==> src/hw/rtl/e2c_pkg.sv <==
// shared types, constants and calendar tables for the epoch-to-calendar block
`default_nettype none

package e2c_pkg;

  localparam int SECONDS_WIDTH_DEF = 36;

  localparam int SECS_PER_DAY  = 86400;
  localparam int SECS_PER_HOUR = 3600;
  localparam int SECS_PER_MIN  = 60;
  localparam int EPOCH_YEAR    = 1970;
  localparam int DAYS_LEAP     = 366;
  localparam int DAYS_NORMAL   = 365;

  localparam int YEAR_OUT_W   = 13;
  localparam int MONTH_OUT_W  = 4;
  localparam int DAY_OUT_W    = 5;
  localparam int HOUR_OUT_W   = 5;
  localparam int MINUTE_OUT_W = 6;

  localparam int MONTHS     = 12;
  localparam int MONTH_FEB  = 1;

  typedef logic [4:0] mlen_t;

  localparam mlen_t MONTH_LEN [MONTHS] = '{
    5'd31, 5'd28, 5'd31, 5'd30, 5'd31, 5'd30,
    5'd31, 5'd31, 5'd30, 5'd31, 5'd30, 5'd31
  };

  typedef struct packed {
    logic                    has_date;
    logic [YEAR_OUT_W-1:0]   year;
    logic [MONTH_OUT_W-1:0]  month;
    logic [DAY_OUT_W-1:0]    day;
    logic [HOUR_OUT_W-1:0]   hour;
    logic [MINUTE_OUT_W-1:0] minute;
  } e2c_result_t;

  // days in a month, zero-based month index
  function automatic mlen_t month_days(logic [MONTH_OUT_W-1:0] mon, logic leap);
    mlen_t len;
    len = 5'd31;
    if (mon < MONTH_OUT_W'(MONTHS)) begin
      len = MONTH_LEN[mon];
    end
    if (mon == MONTH_OUT_W'(MONTH_FEB) && leap) begin
      len = len + 5'd1;
    end
    return len;
  endfunction

endpackage

`default_nettype wire

==> src/hw/rtl/e2c_subunit.sv <==
// shared compare-and-subtract unit
`default_nettype none

module e2c_subunit #(
  parameter int Width = 18
) (
  input  wire logic [Width-1:0] a_i,
  input  wire logic [Width-1:0] b_i,
  output logic      [Width-1:0] diff_o,
  output logic                  ge_o
);

  logic [Width:0] full;

  assign full   = {1'b0, a_i} - {1'b0, b_i};
  assign diff_o = full[Width-1:0];
  assign ge_o   = ~full[Width];

endmodule

`default_nettype wire

==> src/hw/rtl/e2c_core.sv <==
// sequencer and working registers: year, month, day, hour and minute walks on the seconds
`default_nettype none

module e2c_core
  import e2c_pkg::*;
#(
  parameter int SECONDS_WIDTH = SECONDS_WIDTH_DEF
) (
  input  wire logic                     clk_i,
  input  wire logic                     rst_ni,
  input  wire logic                     start_i,
  input  wire logic [SECONDS_WIDTH-1:0] seconds_i,
  input  wire logic                     ack_i,
  output logic                          idle_o,
  output logic                          done_o,
  output e2c_result_t                   result_o
);

  localparam int UNIT_W = SECONDS_WIDTH;
  // a year is more than 2^24 seconds, so the year count stays below 2^(SECONDS_WIDTH-24)
  localparam int YEAR_W = (SECONDS_WIDTH - 24 > YEAR_OUT_W) ? SECONDS_WIDTH - 24 : YEAR_OUT_W;

  localparam logic [UNIT_W-1:0] SECS_YEAR_LEAP   = UNIT_W'(DAYS_LEAP * SECS_PER_DAY);
  localparam logic [UNIT_W-1:0] SECS_YEAR_NORMAL = UNIT_W'(DAYS_NORMAL * SECS_PER_DAY);
  localparam logic [UNIT_W-1:0] SECS_MON_28      = UNIT_W'(28 * SECS_PER_DAY);
  localparam logic [UNIT_W-1:0] SECS_MON_29      = UNIT_W'(29 * SECS_PER_DAY);
  localparam logic [UNIT_W-1:0] SECS_MON_30      = UNIT_W'(30 * SECS_PER_DAY);
  localparam logic [UNIT_W-1:0] SECS_MON_31      = UNIT_W'(31 * SECS_PER_DAY);
  localparam logic [UNIT_W-1:0] SECS_DAY         = UNIT_W'(SECS_PER_DAY);
  localparam logic [UNIT_W-1:0] SECS_HOUR        = UNIT_W'(SECS_PER_HOUR);
  localparam logic [UNIT_W-1:0] SECS_MIN         = UNIT_W'(SECS_PER_MIN);

  localparam logic [1:0] EPOCH_MOD4   = 2'(EPOCH_YEAR % 4);
  localparam logic [6:0] EPOCH_MOD100 = 7'(EPOCH_YEAR % 100);
  localparam logic [8:0] EPOCH_MOD400 = 9'(EPOCH_YEAR % 400);

  localparam logic [2:0] ST_IDLE  = 3'd0;
  localparam logic [2:0] ST_YEAR  = 3'd1;
  localparam logic [2:0] ST_MONTH = 3'd2;
  localparam logic [2:0] ST_DAY   = 3'd3;
  localparam logic [2:0] ST_HOUR  = 3'd4;
  localparam logic [2:0] ST_MIN   = 3'd5;
  localparam logic [2:0] ST_DONE  = 3'd6;

  logic [2:0]               state_q, state_d;
  logic [UNIT_W-1:0]        rem_q, rem_d;
  logic [YEAR_W-1:0]        year_q, year_d;
  logic [1:0]               m4_q, m4_d;
  logic [6:0]               m100_q, m100_d;
  logic [8:0]               m400_q, m400_d;
  logic [MONTH_OUT_W-1:0]   month_q, month_d;
  logic [DAY_OUT_W-1:0]     day_q, day_d;
  logic [HOUR_OUT_W-1:0]    hour_q, hour_d;
  logic [MINUTE_OUT_W-1:0]  min_q, min_d;
  logic                     has_q, has_d;

  logic [UNIT_W-1:0] op_a, op_b, diff;
  logic              ge;
  logic              leap;
  mlen_t             mlen;
  logic [UNIT_W-1:0] mon_secs;

  e2c_subunit #(.Width(UNIT_W)) u_sub (
    .a_i    (op_a),
    .b_i    (op_b),
    .diff_o (diff),
    .ge_o   (ge)
  );

  assign leap = (m4_q == 2'd0 && m100_q != 7'd0) || (m400_q == 9'd0);
  assign mlen = month_days(month_q, leap);
  assign op_a = rem_q;

  // month length in seconds
  always_comb begin
    case (mlen)
      5'd28: mon_secs = SECS_MON_28;
      5'd29: mon_secs = SECS_MON_29;
      5'd30: mon_secs = SECS_MON_30;
      default: mon_secs = SECS_MON_31;
    endcase
  end

  // subtrahend select for the shared unit
  always_comb begin
    case (state_q)
      ST_YEAR: begin
        op_b = leap ? SECS_YEAR_LEAP : SECS_YEAR_NORMAL;
      end
      ST_MONTH: begin
        op_b = mon_secs;
      end
      ST_DAY: begin
        op_b = SECS_DAY;
      end
      ST_HOUR: begin
        op_b = SECS_HOUR;
      end
      ST_MIN: begin
        op_b = SECS_MIN;
      end
      default: begin
        op_b = '0;
      end
    endcase
  end

  always_comb begin
    state_d = state_q;
    rem_d   = rem_q;
    year_d  = year_q;
    m4_d    = m4_q;
    m100_d  = m100_q;
    m400_d  = m400_q;
    month_d = month_q;
    day_d   = day_q;
    hour_d  = hour_q;
    min_d   = min_q;
    has_d   = has_q;
    case (state_q)
      ST_IDLE: begin
        if (start_i) begin
          rem_d   = seconds_i;
          year_d  = YEAR_W'(EPOCH_YEAR);
          m4_d    = EPOCH_MOD4;
          m100_d  = EPOCH_MOD100;
          m400_d  = EPOCH_MOD400;
          month_d = '0;
          day_d   = '0;
          hour_d  = '0;
          min_d   = '0;
          has_d   = (seconds_i != '0);
          state_d = (seconds_i != '0) ? ST_YEAR : ST_DONE;
        end
      end
      ST_YEAR: begin
        if (ge) begin
          rem_d  = diff;
          year_d = year_q + YEAR_W'(1);
          m4_d   = m4_q + 2'd1;
          m100_d = (m100_q == 7'd99) ? 7'd0 : m100_q + 7'd1;
          m400_d = (m400_q == 9'd399) ? 9'd0 : m400_q + 9'd1;
        end else begin
          state_d = ST_MONTH;
        end
      end
      ST_MONTH: begin
        if (ge) begin
          rem_d   = diff;
          month_d = month_q + MONTH_OUT_W'(1);
        end else begin
          state_d = ST_DAY;
        end
      end
      ST_DAY: begin
        if (ge) begin
          rem_d = diff;
          day_d = day_q + DAY_OUT_W'(1);
        end else begin
          state_d = ST_HOUR;
        end
      end
      ST_HOUR: begin
        if (ge) begin
          rem_d  = diff;
          hour_d = hour_q + HOUR_OUT_W'(1);
        end else begin
          state_d = ST_MIN;
        end
      end
      ST_MIN: begin
        if (ge) begin
          rem_d = diff;
          min_d = min_q + MINUTE_OUT_W'(1);
        end else begin
          state_d = ST_DONE;
        end
      end
      ST_DONE: begin
        if (ack_i) begin
          state_d = ST_IDLE;
        end
      end
      default: begin
        state_d = ST_IDLE;
      end
    endcase
  end

  always_ff @(posedge clk_i or negedge rst_ni) begin
    if (!rst_ni) begin
      state_q <= ST_IDLE;
    end else begin
      state_q <= state_d;
    end
  end

  always_ff @(posedge clk_i) begin
    rem_q   <= rem_d;
    year_q  <= year_d;
    m4_q    <= m4_d;
    m100_q  <= m100_d;
    m400_q  <= m400_d;
    month_q <= month_d;
    day_q   <= day_d;
    hour_q  <= hour_d;
    min_q   <= min_d;
    has_q   <= has_d;
  end

  assign idle_o = (state_q == ST_IDLE);
  assign done_o = (state_q == ST_DONE);

  // no-date transactions report all zeros
  always_comb begin
    result_o          = '0;
    result_o.has_date = has_q;
    if (has_q) begin
      result_o.year   = year_q[YEAR_OUT_W-1:0];
      result_o.month  = month_q + MONTH_OUT_W'(1);
      result_o.day    = day_q + DAY_OUT_W'(1);
      result_o.hour   = hour_q;
      result_o.minute = min_q;
    end
  end

endmodule

`default_nettype wire

==> src/hw/rtl/epoch_seconds_to_calendar_top.sv <==
// Converts seconds since 1970-01-01 00:00 UTC into year, month, day, hour and minute.
// Input channel: in_valid_i / in_ready_o carry seconds_i; zero means no date is known
// and the result then has has_date_o low with every other field zero.
// Output channel: out_valid_o / out_ready_i carry one result per input transaction.
// One transaction at a time: in_ready_o is high only while the sequencer is idle.
// Operation: the shared subtractor walks whole years after 1970, then whole months,
// whole days, hours and minutes off the seconds, each walk ending on the first failed
// compare, and then the result is loaded into the output register. With the default
// 36-bit input the year walk dominates.
// A zero input skips the walks and goes straight to loading the output register.
// The result sits in an output register; a new transaction is taken once the
// sequencer has handed its result to that register, even while it waits to be taken.
// If the receiver stalls with a result already held, the next result waits in the
// sequencer until the register frees, and in_ready_o stays low meanwhile.
// Reset (rst_ni low, asynchronous) returns the sequencer to idle and drops out_valid_o.
`default_nettype none

module epoch_seconds_to_calendar_top
  import e2c_pkg::*;
#(
  parameter int SECONDS_WIDTH = SECONDS_WIDTH_DEF
) (
  input  wire logic                     clk_i,
  input  wire logic                     rst_ni,
  input  wire logic                     in_valid_i,
  output logic                          in_ready_o,
  input  wire logic [SECONDS_WIDTH-1:0] seconds_i,
  output logic                          out_valid_o,
  input  wire logic                     out_ready_i,
  output logic                          has_date_o,
  output logic [YEAR_OUT_W-1:0]         year_o,
  output logic [MONTH_OUT_W-1:0]        month_o,
  output logic [DAY_OUT_W-1:0]          day_o,
  output logic [HOUR_OUT_W-1:0]         hour_o,
  output logic [MINUTE_OUT_W-1:0]       minute_o
);

  logic        core_idle, core_done, core_ack, start;
  e2c_result_t core_res;
  e2c_result_t out_q;
  logic        out_valid_q, out_valid_d;

  assign in_ready_o = core_idle;
  assign start      = in_valid_i & core_idle;
  assign core_ack   = core_done & (~out_valid_q | out_ready_i);

  e2c_core #(.SECONDS_WIDTH(SECONDS_WIDTH)) u_core (
    .clk_i     (clk_i),
    .rst_ni    (rst_ni),
    .start_i   (start),
    .seconds_i (seconds_i),
    .ack_i     (core_ack),
    .idle_o    (core_idle),
    .done_o    (core_done),
    .result_o  (core_res)
  );

  always_comb begin
    out_valid_d = out_valid_q;
    if (core_ack) begin
      out_valid_d = 1'b1;
    end else if (out_ready_i) begin
      out_valid_d = 1'b0;
    end
  end

  always_ff @(posedge clk_i or negedge rst_ni) begin
    if (!rst_ni) begin
      out_valid_q <= 1'b0;
    end else begin
      out_valid_q <= out_valid_d;
    end
  end

  always_ff @(posedge clk_i) begin
    if (core_ack) begin
      out_q <= core_res;
    end
  end

  assign out_valid_o = out_valid_q;
  assign has_date_o  = out_q.has_date;
  assign year_o      = out_q.year;
  assign month_o     = out_q.month;
  assign day_o       = out_q.day;
  assign hour_o      = out_q.hour;
  assign minute_o    = out_q.minute;

endmodule

`default_nettype wire

==> config.mk <==
export PLATFORM = sky130hd
export DESIGN_NAME = epoch_seconds_to_calendar_top
export DESIGN_NICKNAME = d
export VERILOG_FILES = /design/src/hw/rtl/e2c_pkg.sv /design/src/hw/rtl/e2c_subunit.sv /design/src/hw/rtl/e2c_core.sv /design/src/hw/rtl/epoch_seconds_to_calendar_top.sv
export SDC_FILE = /design/constraint.sdc
export NUM_CORES = 1
export LEC_CHECK = 0
export ABC_CLOCK_PERIOD_IN_PS = 15080
export BUFFER_PORTS_ARGS = -buffer_cell sky130_fd_sc_hd__buf_4
export CAP_MARGIN = 20
export CORE_UTILIZATION = 45
export CTS_CLUSTER_DIAMETER = 80
export CTS_CLUSTER_SIZE = 40
export DETAILED_ROUTE_END_ITERATION = 8
export MAX_ROUTING_LAYER = met4
export SLEW_MARGIN = 20
export SYNTH_ARGS = -nofsm -noshare
export SYNTH_HDL_FRONTEND = slang
export SYNTH_SLANG_ARGS = --single-unit
==> constraint.sdc <==
create_clock -name clk_i -period 15.08 [get_ports clk_i]
set_input_delay 0.754 -clock clk_i [delete_from_list [all_inputs] [get_ports clk_i]]
set_output_delay 0.754 -clock clk_i [all_outputs]
set_load 0.03 [all_outputs]
==> results.toml, run 1 <==
[timing]
max_slew.worst_pin.slew_ns = 0.813
final-max-slew-violation-count = 0
setup_viol_count_final = 0
fin_hold_ws_ns = 0.132
grt_setup_unrepaired = "false"
final-hold-violation-count = 0
period_minus_slack_ns = 5.16
final.period_utilization_pct = 34.2
worst_slew_margin_rel_pct = 45.8
final.setup.tns_ns = 0
clock-skew-final_ns = 0.00893
max_freq_ghz = 0.194

[floorplanning]
row_count = 46
io_pins = 76
start_util_pct = 46.5
floorplan.die.width_um = 131
design.core.area_sq_mm = 0.0161
area_of_the_die_sq_mm = 0.0171
die-height_um = 131

[drt]
drc = 0
met3_length_um = 634
drt_pre_antenna_iters = 5
route.final.wire_length_um = 17100
vias_per_cell = 5.56
ant_nets = 0
wl_met1_um = 8140
detailedRoute.firstIterationViolations = 423
route.detailed.wl_per_inst_um = 16.3
vias = 5864
route.met2.wl_um = 8100
top_layer = "met4"

[power_and_ir_drop]
share_comb_of_total_power_pct = 31.9
leakagePower_nw = 3.17
power_switching_share_pct = 32.4
share_clk_of_total_power_pct = 32.0
power_density_mw_per_mm2 = 143
switching_power_mw = 0.411
report.power.total_mw = 1.27
share_seq_of_total_power_pct = 36.1
vdd.ir_drop.worst_mv = 0.0930
p_int_mw = 0.858

[synth]
postSynthAreaPerCell_sq_um = 9.95
postSynth.topFlopCell = "sky130_fd_sc_hd__edfxtp_1"
synth_cells = 751
synthMostInstantiatedCell = "sky130_fd_sc_hd__edfxtp_1"
async_set_or_reset_flop_fraction_in_the_synthesized_netlist_pct = 3.23
yosysWarnings = 0
synth-seq-area-share_pct = 49.6
synth-edff-count = 120
synth.cells.most_frequent = "sky130_fd_sc_hd__edfxtp_1, sky130_fd_sc_hd__nand2_1, sky130_fd_sc_hd__nor2_1"
yosys.cell_types.count = 59
synth.ff_latch_count = 124
syn_nets = 825
ys_top_cells_by_area = "sky130_fd_sc_hd__edfxtp_1, sky130_fd_sc_hd__ha_1, sky130_fd_sc_hd__nand2_1"
synth_top_area_share_pct = 48.2
netlist_area_sq_mm = 0.00747
synth_top_area_cell = "sky130_fd_sc_hd__edfxtp_1"

[setup_path]
worstSetupStartpointType = "flop"
end_kind = "flop"
critPathMaxFanout = 31
critical_path_required_ns = 15.20
critical_path.max_stage_delay_ns = 0.50
worstPathCellList = "ha_1 -> inv_1 -> nor3_1 -> inv_1 -> ha_1 -> a21oi_1 -> o22ai_1 -> or2_2 -> a211oi_1 -> a21oi_1 -> ha_1 -> a21oi_1 -> nand2_1 -> o21ai_0 -> nand4_1 -> a21oi_4 -> and2_2 -> nor2_2 -> buf_4"
cp_slowest_cell = "sky130_fd_sc_hd__edfxtp_1"
critPathKind = "flop to flop"
worst_ep_arrival_time_ns = 5.28

[global_route]
global_route_wire_length_before_repair_um = 28000
overflow_after_grt = 0
gr-usage-all-layers_pct = 22.0
maximum_number_of_pins_on_one_net_before_global_route_repair = 70
grt_pass1_vias = 5579
antenna_found_initial = 0

[cts]
ctsHoldBuffers = 0
post_cts_buffers = 0
ctsRootBufferMaster = "sky130_fd_sc_hd__clkbuf_16"
cts_num_sinks = 124
cts_tree = "yes"
cts-root-to-sink-buffers = 2
cts_bufs_inserted = 17
clk-insertion-delay-late_ns = 0.41
htree_levels = 4
cts_resized = 0
cts.reportedPaths.clkPinSlew_ns = 0.05

[flow_run]
maxCapViolations = 0

[final_layout]
final_core_util_pct = 55.1
diodes = 0
area.growth.synth_to_final_pct = 18.5
final_net_count = 899
post_route_cells_drive_above_1_share_pct = 15.3

[min_path]
worstHoldPathType = "primary input to async pin"

[placement]
total_half_perimeter_wirelength_after_legalization_and_detailed_placement_um = 12500
io_buffer_count = 75
routabilityCongestion = 0.892

[status]
status = "finished, final reports clean"
==> cell type report <==
class | count | area [sq um]
clock buffers | 20 | 437
clock inverters | 12 | 148
fillers | 1457 | 7200
inverters | 28 | 105
multi-input cells | 573 | 3580
flip-flops and latches | 124 | 3700
well taps | 216 | 270
repair buffers | 81 | 608
==> per-layer routing <==
layer  vias to the layer above  track usage (%)
met5                         -                -
met4                         0             8.45
met3                        16             3.91
met2                       162             34.3
met1                      2769             28.5
li1                       2917                -
==> cell usage in the layout (no fill, tap or decap), types with 3 or more instances in the layout <==
cell	instances
sky130_fd_sc_hd__edfxtp_1	120
sky130_fd_sc_hd__nand2_1	87
sky130_fd_sc_hd__buf_4	81
sky130_fd_sc_hd__nor2_1	66
sky130_fd_sc_hd__o21ai_0	51
sky130_fd_sc_hd__a21oi_1	47
sky130_fd_sc_hd__ha_1	33
sky130_fd_sc_hd__nand3_1	31
sky130_fd_sc_hd__and2_1	31
sky130_fd_sc_hd__xnor2_1	27
sky130_fd_sc_hd__xor2_1	27
sky130_fd_sc_hd__inv_1	26
sky130_fd_sc_hd__nor3_1	17
sky130_fd_sc_hd__clkbuf_16	17
sky130_fd_sc_hd__and3_1	14
sky130_fd_sc_hd__a21o_1	12
sky130_fd_sc_hd__nor4_1	11
sky130_fd_sc_hd__o21a_1	10
sky130_fd_sc_hd__nor2b_1	10
sky130_fd_sc_hd__o211ai_1	9
sky130_fd_sc_hd__nand2b_1	9
sky130_fd_sc_hd__nand4_1	8
sky130_fd_sc_hd__a311oi_1	8
sky130_fd_sc_hd__a31oi_1	6
sky130_fd_sc_hd__o31ai_1	6
sky130_fd_sc_hd__or2_2	6
sky130_fd_sc_hd__clkinv_1	4
sky130_fd_sc_hd__dfrtp_1	4
sky130_fd_sc_hd__a211oi_1	3
sky130_fd_sc_hd__or3_1	3
sky130_fd_sc_hd__o311ai_0	3
sky130_fd_sc_hd__bufinv_16	3
sky130_fd_sc_hd__clkinvlp_4	3
sky130_fd_sc_hd__clkbuf_1	3
==> final timing paths <==
path / from / endpoint / slack, ns / cells after the start
min in group clk_i: u_core.m4_q[0] / u_core.m4_q[0] / 0.56 / 1
max reg2reg: u_core.month_q[0] / u_core.m400_q[0] / 9.92 / 19
min: rst_ni / out_valid_o / 0.13 / 1
min reg2reg: u_core.m4_q[0] / u_core.m4_q[0] / 0.56 / 1
max: u_core.month_q[0] / u_core.m400_q[0] / 9.92 / 19
max in group asynchronous: rst_ni / u_core.state_q[0] / 14.85 / 1
==> metrics by stage <==
step	cells	instance area (sq um)	setup WS (ns)
4_1_cts	1054	8850	9.97
3_3_place_gp	1022	8270	10.25
3_5_place_dp	1022	8270	10.00
5_1_grt	1054	8850	9.60
2_1_floorplan	751	7470	8.82
6_report	1054	8850	9.92
==> power by group through the flow <==
stage / combinational (mW) / sequential, mW / clock, mW
after floorplan: 0.314 / 0.454 / 0
after global placement: 0.397 / 0.464 / 0
after detailed placement: 0.398 / 0.465 / 0
after CTS: 0.401 / 0.458 / 0.415
after global routing: 0.453 / 0.463 / 0.430
final: 0.405 / 0.458 / 0.406
==> cells by family (layout without fill, tap and decap cells) <==
| group | Yosys count | count (layout) | synth area share, % |
|---|---|---|---|
| buffers and inverters | 54 | 141 | 2.75 |
| AO/OA/AOI/OAI | 176 | 176 | 15.1 |
| adder cells (fa/ha/maj) | 34 | 34 | 5.79 |
| flip-flops | 124 | 124 | 49.6 |
| XOR/XNOR | 54 | 54 | 6.33 |
| multiplexers | 1 | 1 | 0.134 |
| AND/OR/NAND/NOR | 308 | 308 | 20.3 |
==> worst max-delay path, delay by kind of cell, from the launching register on <==
family | cells | cell delay [ns]
fa+ha+maj | 3 | 0.98
buf+inv | 3 | 0.48
flops | 1 | 0.50
simple gates | 6 | 1.39
compound gates | 7 | 1.50
==> flip-flops by register name (all words and copies together) (netlist names), 2 cells and up <==
register        cells
day_o               5
hour_o              5
minute_o            6
month_o             4
u_core.day_q        5
u_core.hour_q       5
u_core.m100_q       7
u_core.m400_q       9
u_core.m4_q         2
u_core.min_q        6
u_core.month_q      4
u_core.op_a        34
u_core.state_q      3
u_core.year_q      13
year_o             13
(Power assumes the default switching activity.)
==> run 2: changes to the inputs <==
--- a/config.mk
+++ b/config.mk
@@ -5,7 +5,8 @@
 export SDC_FILE = /design/constraint.sdc
 export NUM_CORES = 1
 export LEC_CHECK = 0
-export ABC_CLOCK_PERIOD_IN_PS = 15080
+export ABC_AREA = 1
+export ABC_CLOCK_PERIOD_IN_PS = 4500
 export BUFFER_PORTS_ARGS = -buffer_cell sky130_fd_sc_hd__buf_4
 export CAP_MARGIN = 20
 export CORE_UTILIZATION = 45
@@ -13,6 +14,7 @@
 export CTS_CLUSTER_SIZE = 40
 export DETAILED_ROUTE_END_ITERATION = 8
 export MAX_ROUTING_LAYER = met4
+export PLACE_DENSITY = 0.66
 export SLEW_MARGIN = 20
 export SYNTH_ARGS = -nofsm -noshare
 export SYNTH_HDL_FRONTEND = slang
==> constraint.sdc (replaced) <==
create_clock -name clk_i -period 4.5 [get_ports clk_i]
set_input_delay 0.225 -clock clk_i [delete_from_list [all_inputs] [get_ports clk_i]]
set_output_delay 0.225 -clock clk_i [all_outputs]
set_load 0.03 [all_outputs]
==> run 2 against run 1 <==
Compared with the run above:
- non-clock buffer count increased by 4
- sequential share of layout area decreased by 2.6 points
- critical path depth up 4
- critical path type unchanged
==> results.toml, run 2 <==
[status]
status = "finished, final reports clean"

[timing]
final-max-slew-violation-count = 0
max_slew.worst_pin.slew_ns = 0.813
grt_setup_unrepaired = "false"
worst_slew_margin_rel_pct = 45.8
max_freq_ghz = 0.242
setup_viol_count_final = 0
clock-skew-final_ns = 0.0101
postLayoutSetupSlackWorst_ns = 0.369
final.setup.tns_ns = 0
period_minus_slack_ns = 4.13
final-hold-violation-count = 0
final.period_utilization_pct = 91.8

[drt]
drt_pre_antenna_iters = 6
vias_per_cell = 4.93
ant_nets = 0
detailedRoute.firstIterationViolations = 512
drc = 0
route.final.wire_length_um = 18000
vias = 6749
route.detailed.wl_per_inst_um = 13.1

[final_layout]
instances_no_fill = 1369
filler_cell_count = 1658
final_cell_mix = "sky130_fd_sc_hd__nand2_1, sky130_fd_sc_hd__inv_1, sky130_fd_sc_hd__nor2_1, sky130_fd_sc_hd__edfxtp_1, sky130_fd_sc_hd__nand3_1"
area.growth.synth_to_final_pct = 18.4
final_net_count = 1205
diodes = 0
mostFrequentLayoutCell = "sky130_fd_sc_hd__nand2_1"
largest_register_ffs = 34
post_route_cells_drive_above_1_share_pct = 12.4

[power_and_ir_drop]
power_density_mw_per_mm2 = 841
power_switching_share_pct = 47.9
share_clk_of_total_power_pct = 17.5
share_seq_of_total_power_pct = 27.8
switching_power_mw = 3.80
share_comb_of_total_power_pct = 54.7
p_int_mw = 4.15
report.power.total_mw = 7.95
leakagePower_nw = 4.48
vdd.ir_drop.worst_mv = 0.646

[synth]
yosysWarnings = 0
ys_top_cells_by_area = "sky130_fd_sc_hd__edfxtp_1, sky130_fd_sc_hd__nand2_1, sky130_fd_sc_hd__inv_1"
yosys.cell_types.count = 38
async_set_or_reset_flop_fraction_in_the_synthesized_netlist_pct = 3.23
synth.ff_latch_count = 124
netlist_area_sq_mm = 0.00798
synth.cells.most_frequent = "sky130_fd_sc_hd__nand2_1, sky130_fd_sc_hd__inv_1, sky130_fd_sc_hd__nor2_1"
synth-seq-area-share_pct = 46.4
synth-edff-count = 120
synth_top_area_cell = "sky130_fd_sc_hd__edfxtp_1"
synth_top_area_share_pct = 45.1
postSynth.topFlopCell = "sky130_fd_sc_hd__edfxtp_1"
syn_nets = 1113
synth_cells = 1039
synthMostInstantiatedCell = "sky130_fd_sc_hd__nand2_1"
postSynthAreaPerCell_sq_um = 7.68

[floorplanning]
design.core.area_sq_mm = 0.0173
floorplan.die.width_um = 135
start_util_pct = 46.2
io_pins = 76
die-height_um = 135
row_count = 48
area_of_the_die_sq_mm = 0.0183

[global_route]
overflow_after_grt = 0
gr-usage-all-layers_pct = 21.3
global_route_wire_length_before_repair_um = 28800
maximum_number_of_pins_on_one_net_before_global_route_repair = 37
antenna_found_initial = 0
grt_pass1_vias = 5904

[cts]
post_cts_buffers = 0
clk-insertion-delay-late_ns = 0.43
cts_bufs_inserted = 17
cts.reportedPaths.clkPinSlew_ns = 0.07
cts_num_sinks = 124
htree_levels = 4
cts_tree = "yes"
ctsRootBufferMaster = "sky130_fd_sc_hd__clkbuf_16"
cts-root-to-sink-buffers = 2

[setup_path]
worst_ep_arrival_time_ns = 4.25
end_kind = "flop"
worstSetupStartpointType = "flop"
critPathKind = "flop to flop"
critical_path_required_ns = 4.62
critPathMaxFanout = 34

[placement]
total_half_perimeter_wirelength_after_legalization_and_detailed_placement_um = 13700
post-place-ws_ns = 0.445
number_of_instances_in_the_placed_design = 1336
routabilityCongestion = 0.910
io_buffer_count = 75

[min_path]
worstHoldPathType = "primary input to flop"

[flow_run]
maxCapViolations = 0
==> run 2: cell count changes after synthesis, moves of 17 or more <==
cell	before	now
sky130_fd_sc_hd__nor2_1	67	128
sky130_fd_sc_hd__nand2_1	87	311
sky130_fd_sc_hd__xnor2_1	27	10
sky130_fd_sc_hd__nand3_1	31	84
sky130_fd_sc_hd__xor2_1	27	8
sky130_fd_sc_hd__clkbuf_1	22	5
sky130_fd_sc_hd__o21ai_0	52	24
sky130_fd_sc_hd__inv_1	26	169
sky130_fd_sc_hd__and2_1	31	2
==> run 2: area by class of cell <==
| type | instances | area [sq um] | share of cell area, % |
|---|---|---|---|
| Sequential cell | 124 | 3700 | 39.2 |
| Timing Repair Buffer | 85 | 666 | 7.04 |
| Multi-Input combinational cell | 729 | 3550 | 37.5 |
| Inverter | 174 | 656 | 6.94 |
| Clock inverter | 15 | 174 | 1.84 |
| Tap cell | 225 | 282 | 2.98 |
| Clock buffer | 17 | 425 | 4.50 |
==> run 2: repair_timing <==
item | 4_1_cts | 5_1_grt
resized for setup | 0 | 1
endpoints found under the hold margin | 4 | 0
endpoints found under the setup margin | 0 | 4
hold buffers | 1 | 0
==> run 2: through the flow <==
step	utilization (%)	area, sq um	hold WS (ns)
final	54.6	9450	0.0679
after CTS	54.6	9450	0.0617
after floorplan	-	7980	-0.0706
after global placement	51.1	8840	0.0271
after global routing	54.6	9450	0.0734
after detailed placement	51.1	8840	0.0292
==> run 2: kinds of logic (layout without fill, tap and decap cells) <==
kind of cell,Yosys count,after routing,synth area share [%]
and+or+nand+nor,583,583,30.8
buffers and inverters,186,291,9.22
DFF,124,124,46.4
AOI/OAI and AO/OA,94,94,6.24
adders and majority gates,34,34,5.42
xor gates and xnor gates,18,18,1.97
==> run 2: final timing paths <==
path | cells after the start | to | from | slack [ns]
hold reg to reg | 2 | minute_o[4] | u_core.min_q[4] | 0.54
hold / removal | 3 | u_core.op_a[35] | seconds_i[35] | 0.07
setup reg to reg | 23 | u_core.op_a[17] | u_core.month_q[0] | 0.37
min in group asynchronous | 2 | out_valid_o | rst_ni | 0.13
max in group asynchronous | 2 | u_core.state_q[1] | rst_ni | 4.26
setup / recovery | 23 | u_core.op_a[17] | u_core.month_q[0] | 0.37
==> run 2: critical path: stages (launching register included) <==
cell and delay [ns]:
sky130_fd_sc_hd__edfxtp_1 0.44, sky130_fd_sc_hd__ha_1 0.18, sky130_fd_sc_hd__inv_1 0.06, sky130_fd_sc_hd__nor3_2 0.26, sky130_fd_sc_hd__inv_1 0.08, sky130_fd_sc_hd__ha_1 0.27, sky130_fd_sc_hd__nand2_1 0.06, sky130_fd_sc_hd__nand2_1 0.08
sky130_fd_sc_hd__nor2_1 0.21, sky130_fd_sc_hd__nand2_1 0.15, sky130_fd_sc_hd__o21ai_1 0.20, sky130_fd_sc_hd__nor2_1 0.07, sky130_fd_sc_hd__ha_1 0.35, sky130_fd_sc_hd__nand2_1 0.11, sky130_fd_sc_hd__nor2_1 0.19, sky130_fd_sc_hd__nand2_1 0.09
sky130_fd_sc_hd__nor3_1 0.13, sky130_fd_sc_hd__nand2_1 0.11, sky130_fd_sc_hd__nand3_1 0.14, sky130_fd_sc_hd__inv_1 0.13, sky130_fd_sc_hd__nand2_1 0.08, sky130_fd_sc_hd__nand3_1 0.07, sky130_fd_sc_hd__inv_1 0.09, sky130_fd_sc_hd__buf_12 0.21
==> run 2: metal layers <==
| metal | vias to the layer above | track usage (%) | routed length, um |
|---|---|---|---|
| met5 | - | - | 0 |
| li1 | 3557 | - | - |
| met4 | 0 | 7.99 | 303 |
| met3 | 23 | 2.84 | 747 |
| met2 | 159 | 32.2 | 7970 |
| met1 | 3010 | 29.2 | 8960 |
==> run 2: power groups by stage <==
stage                     Clock (mW)  Sequential [mW]  Combinational [mW]
after CTS                       1.41             2.21                4.31
after floorplan                    0             2.21                3.23
after detailed placement           0             2.23                4.29
final                           1.39             2.21                4.35
after global routing            1.46             2.26                4.90
after global placement             0             2.22                4.26
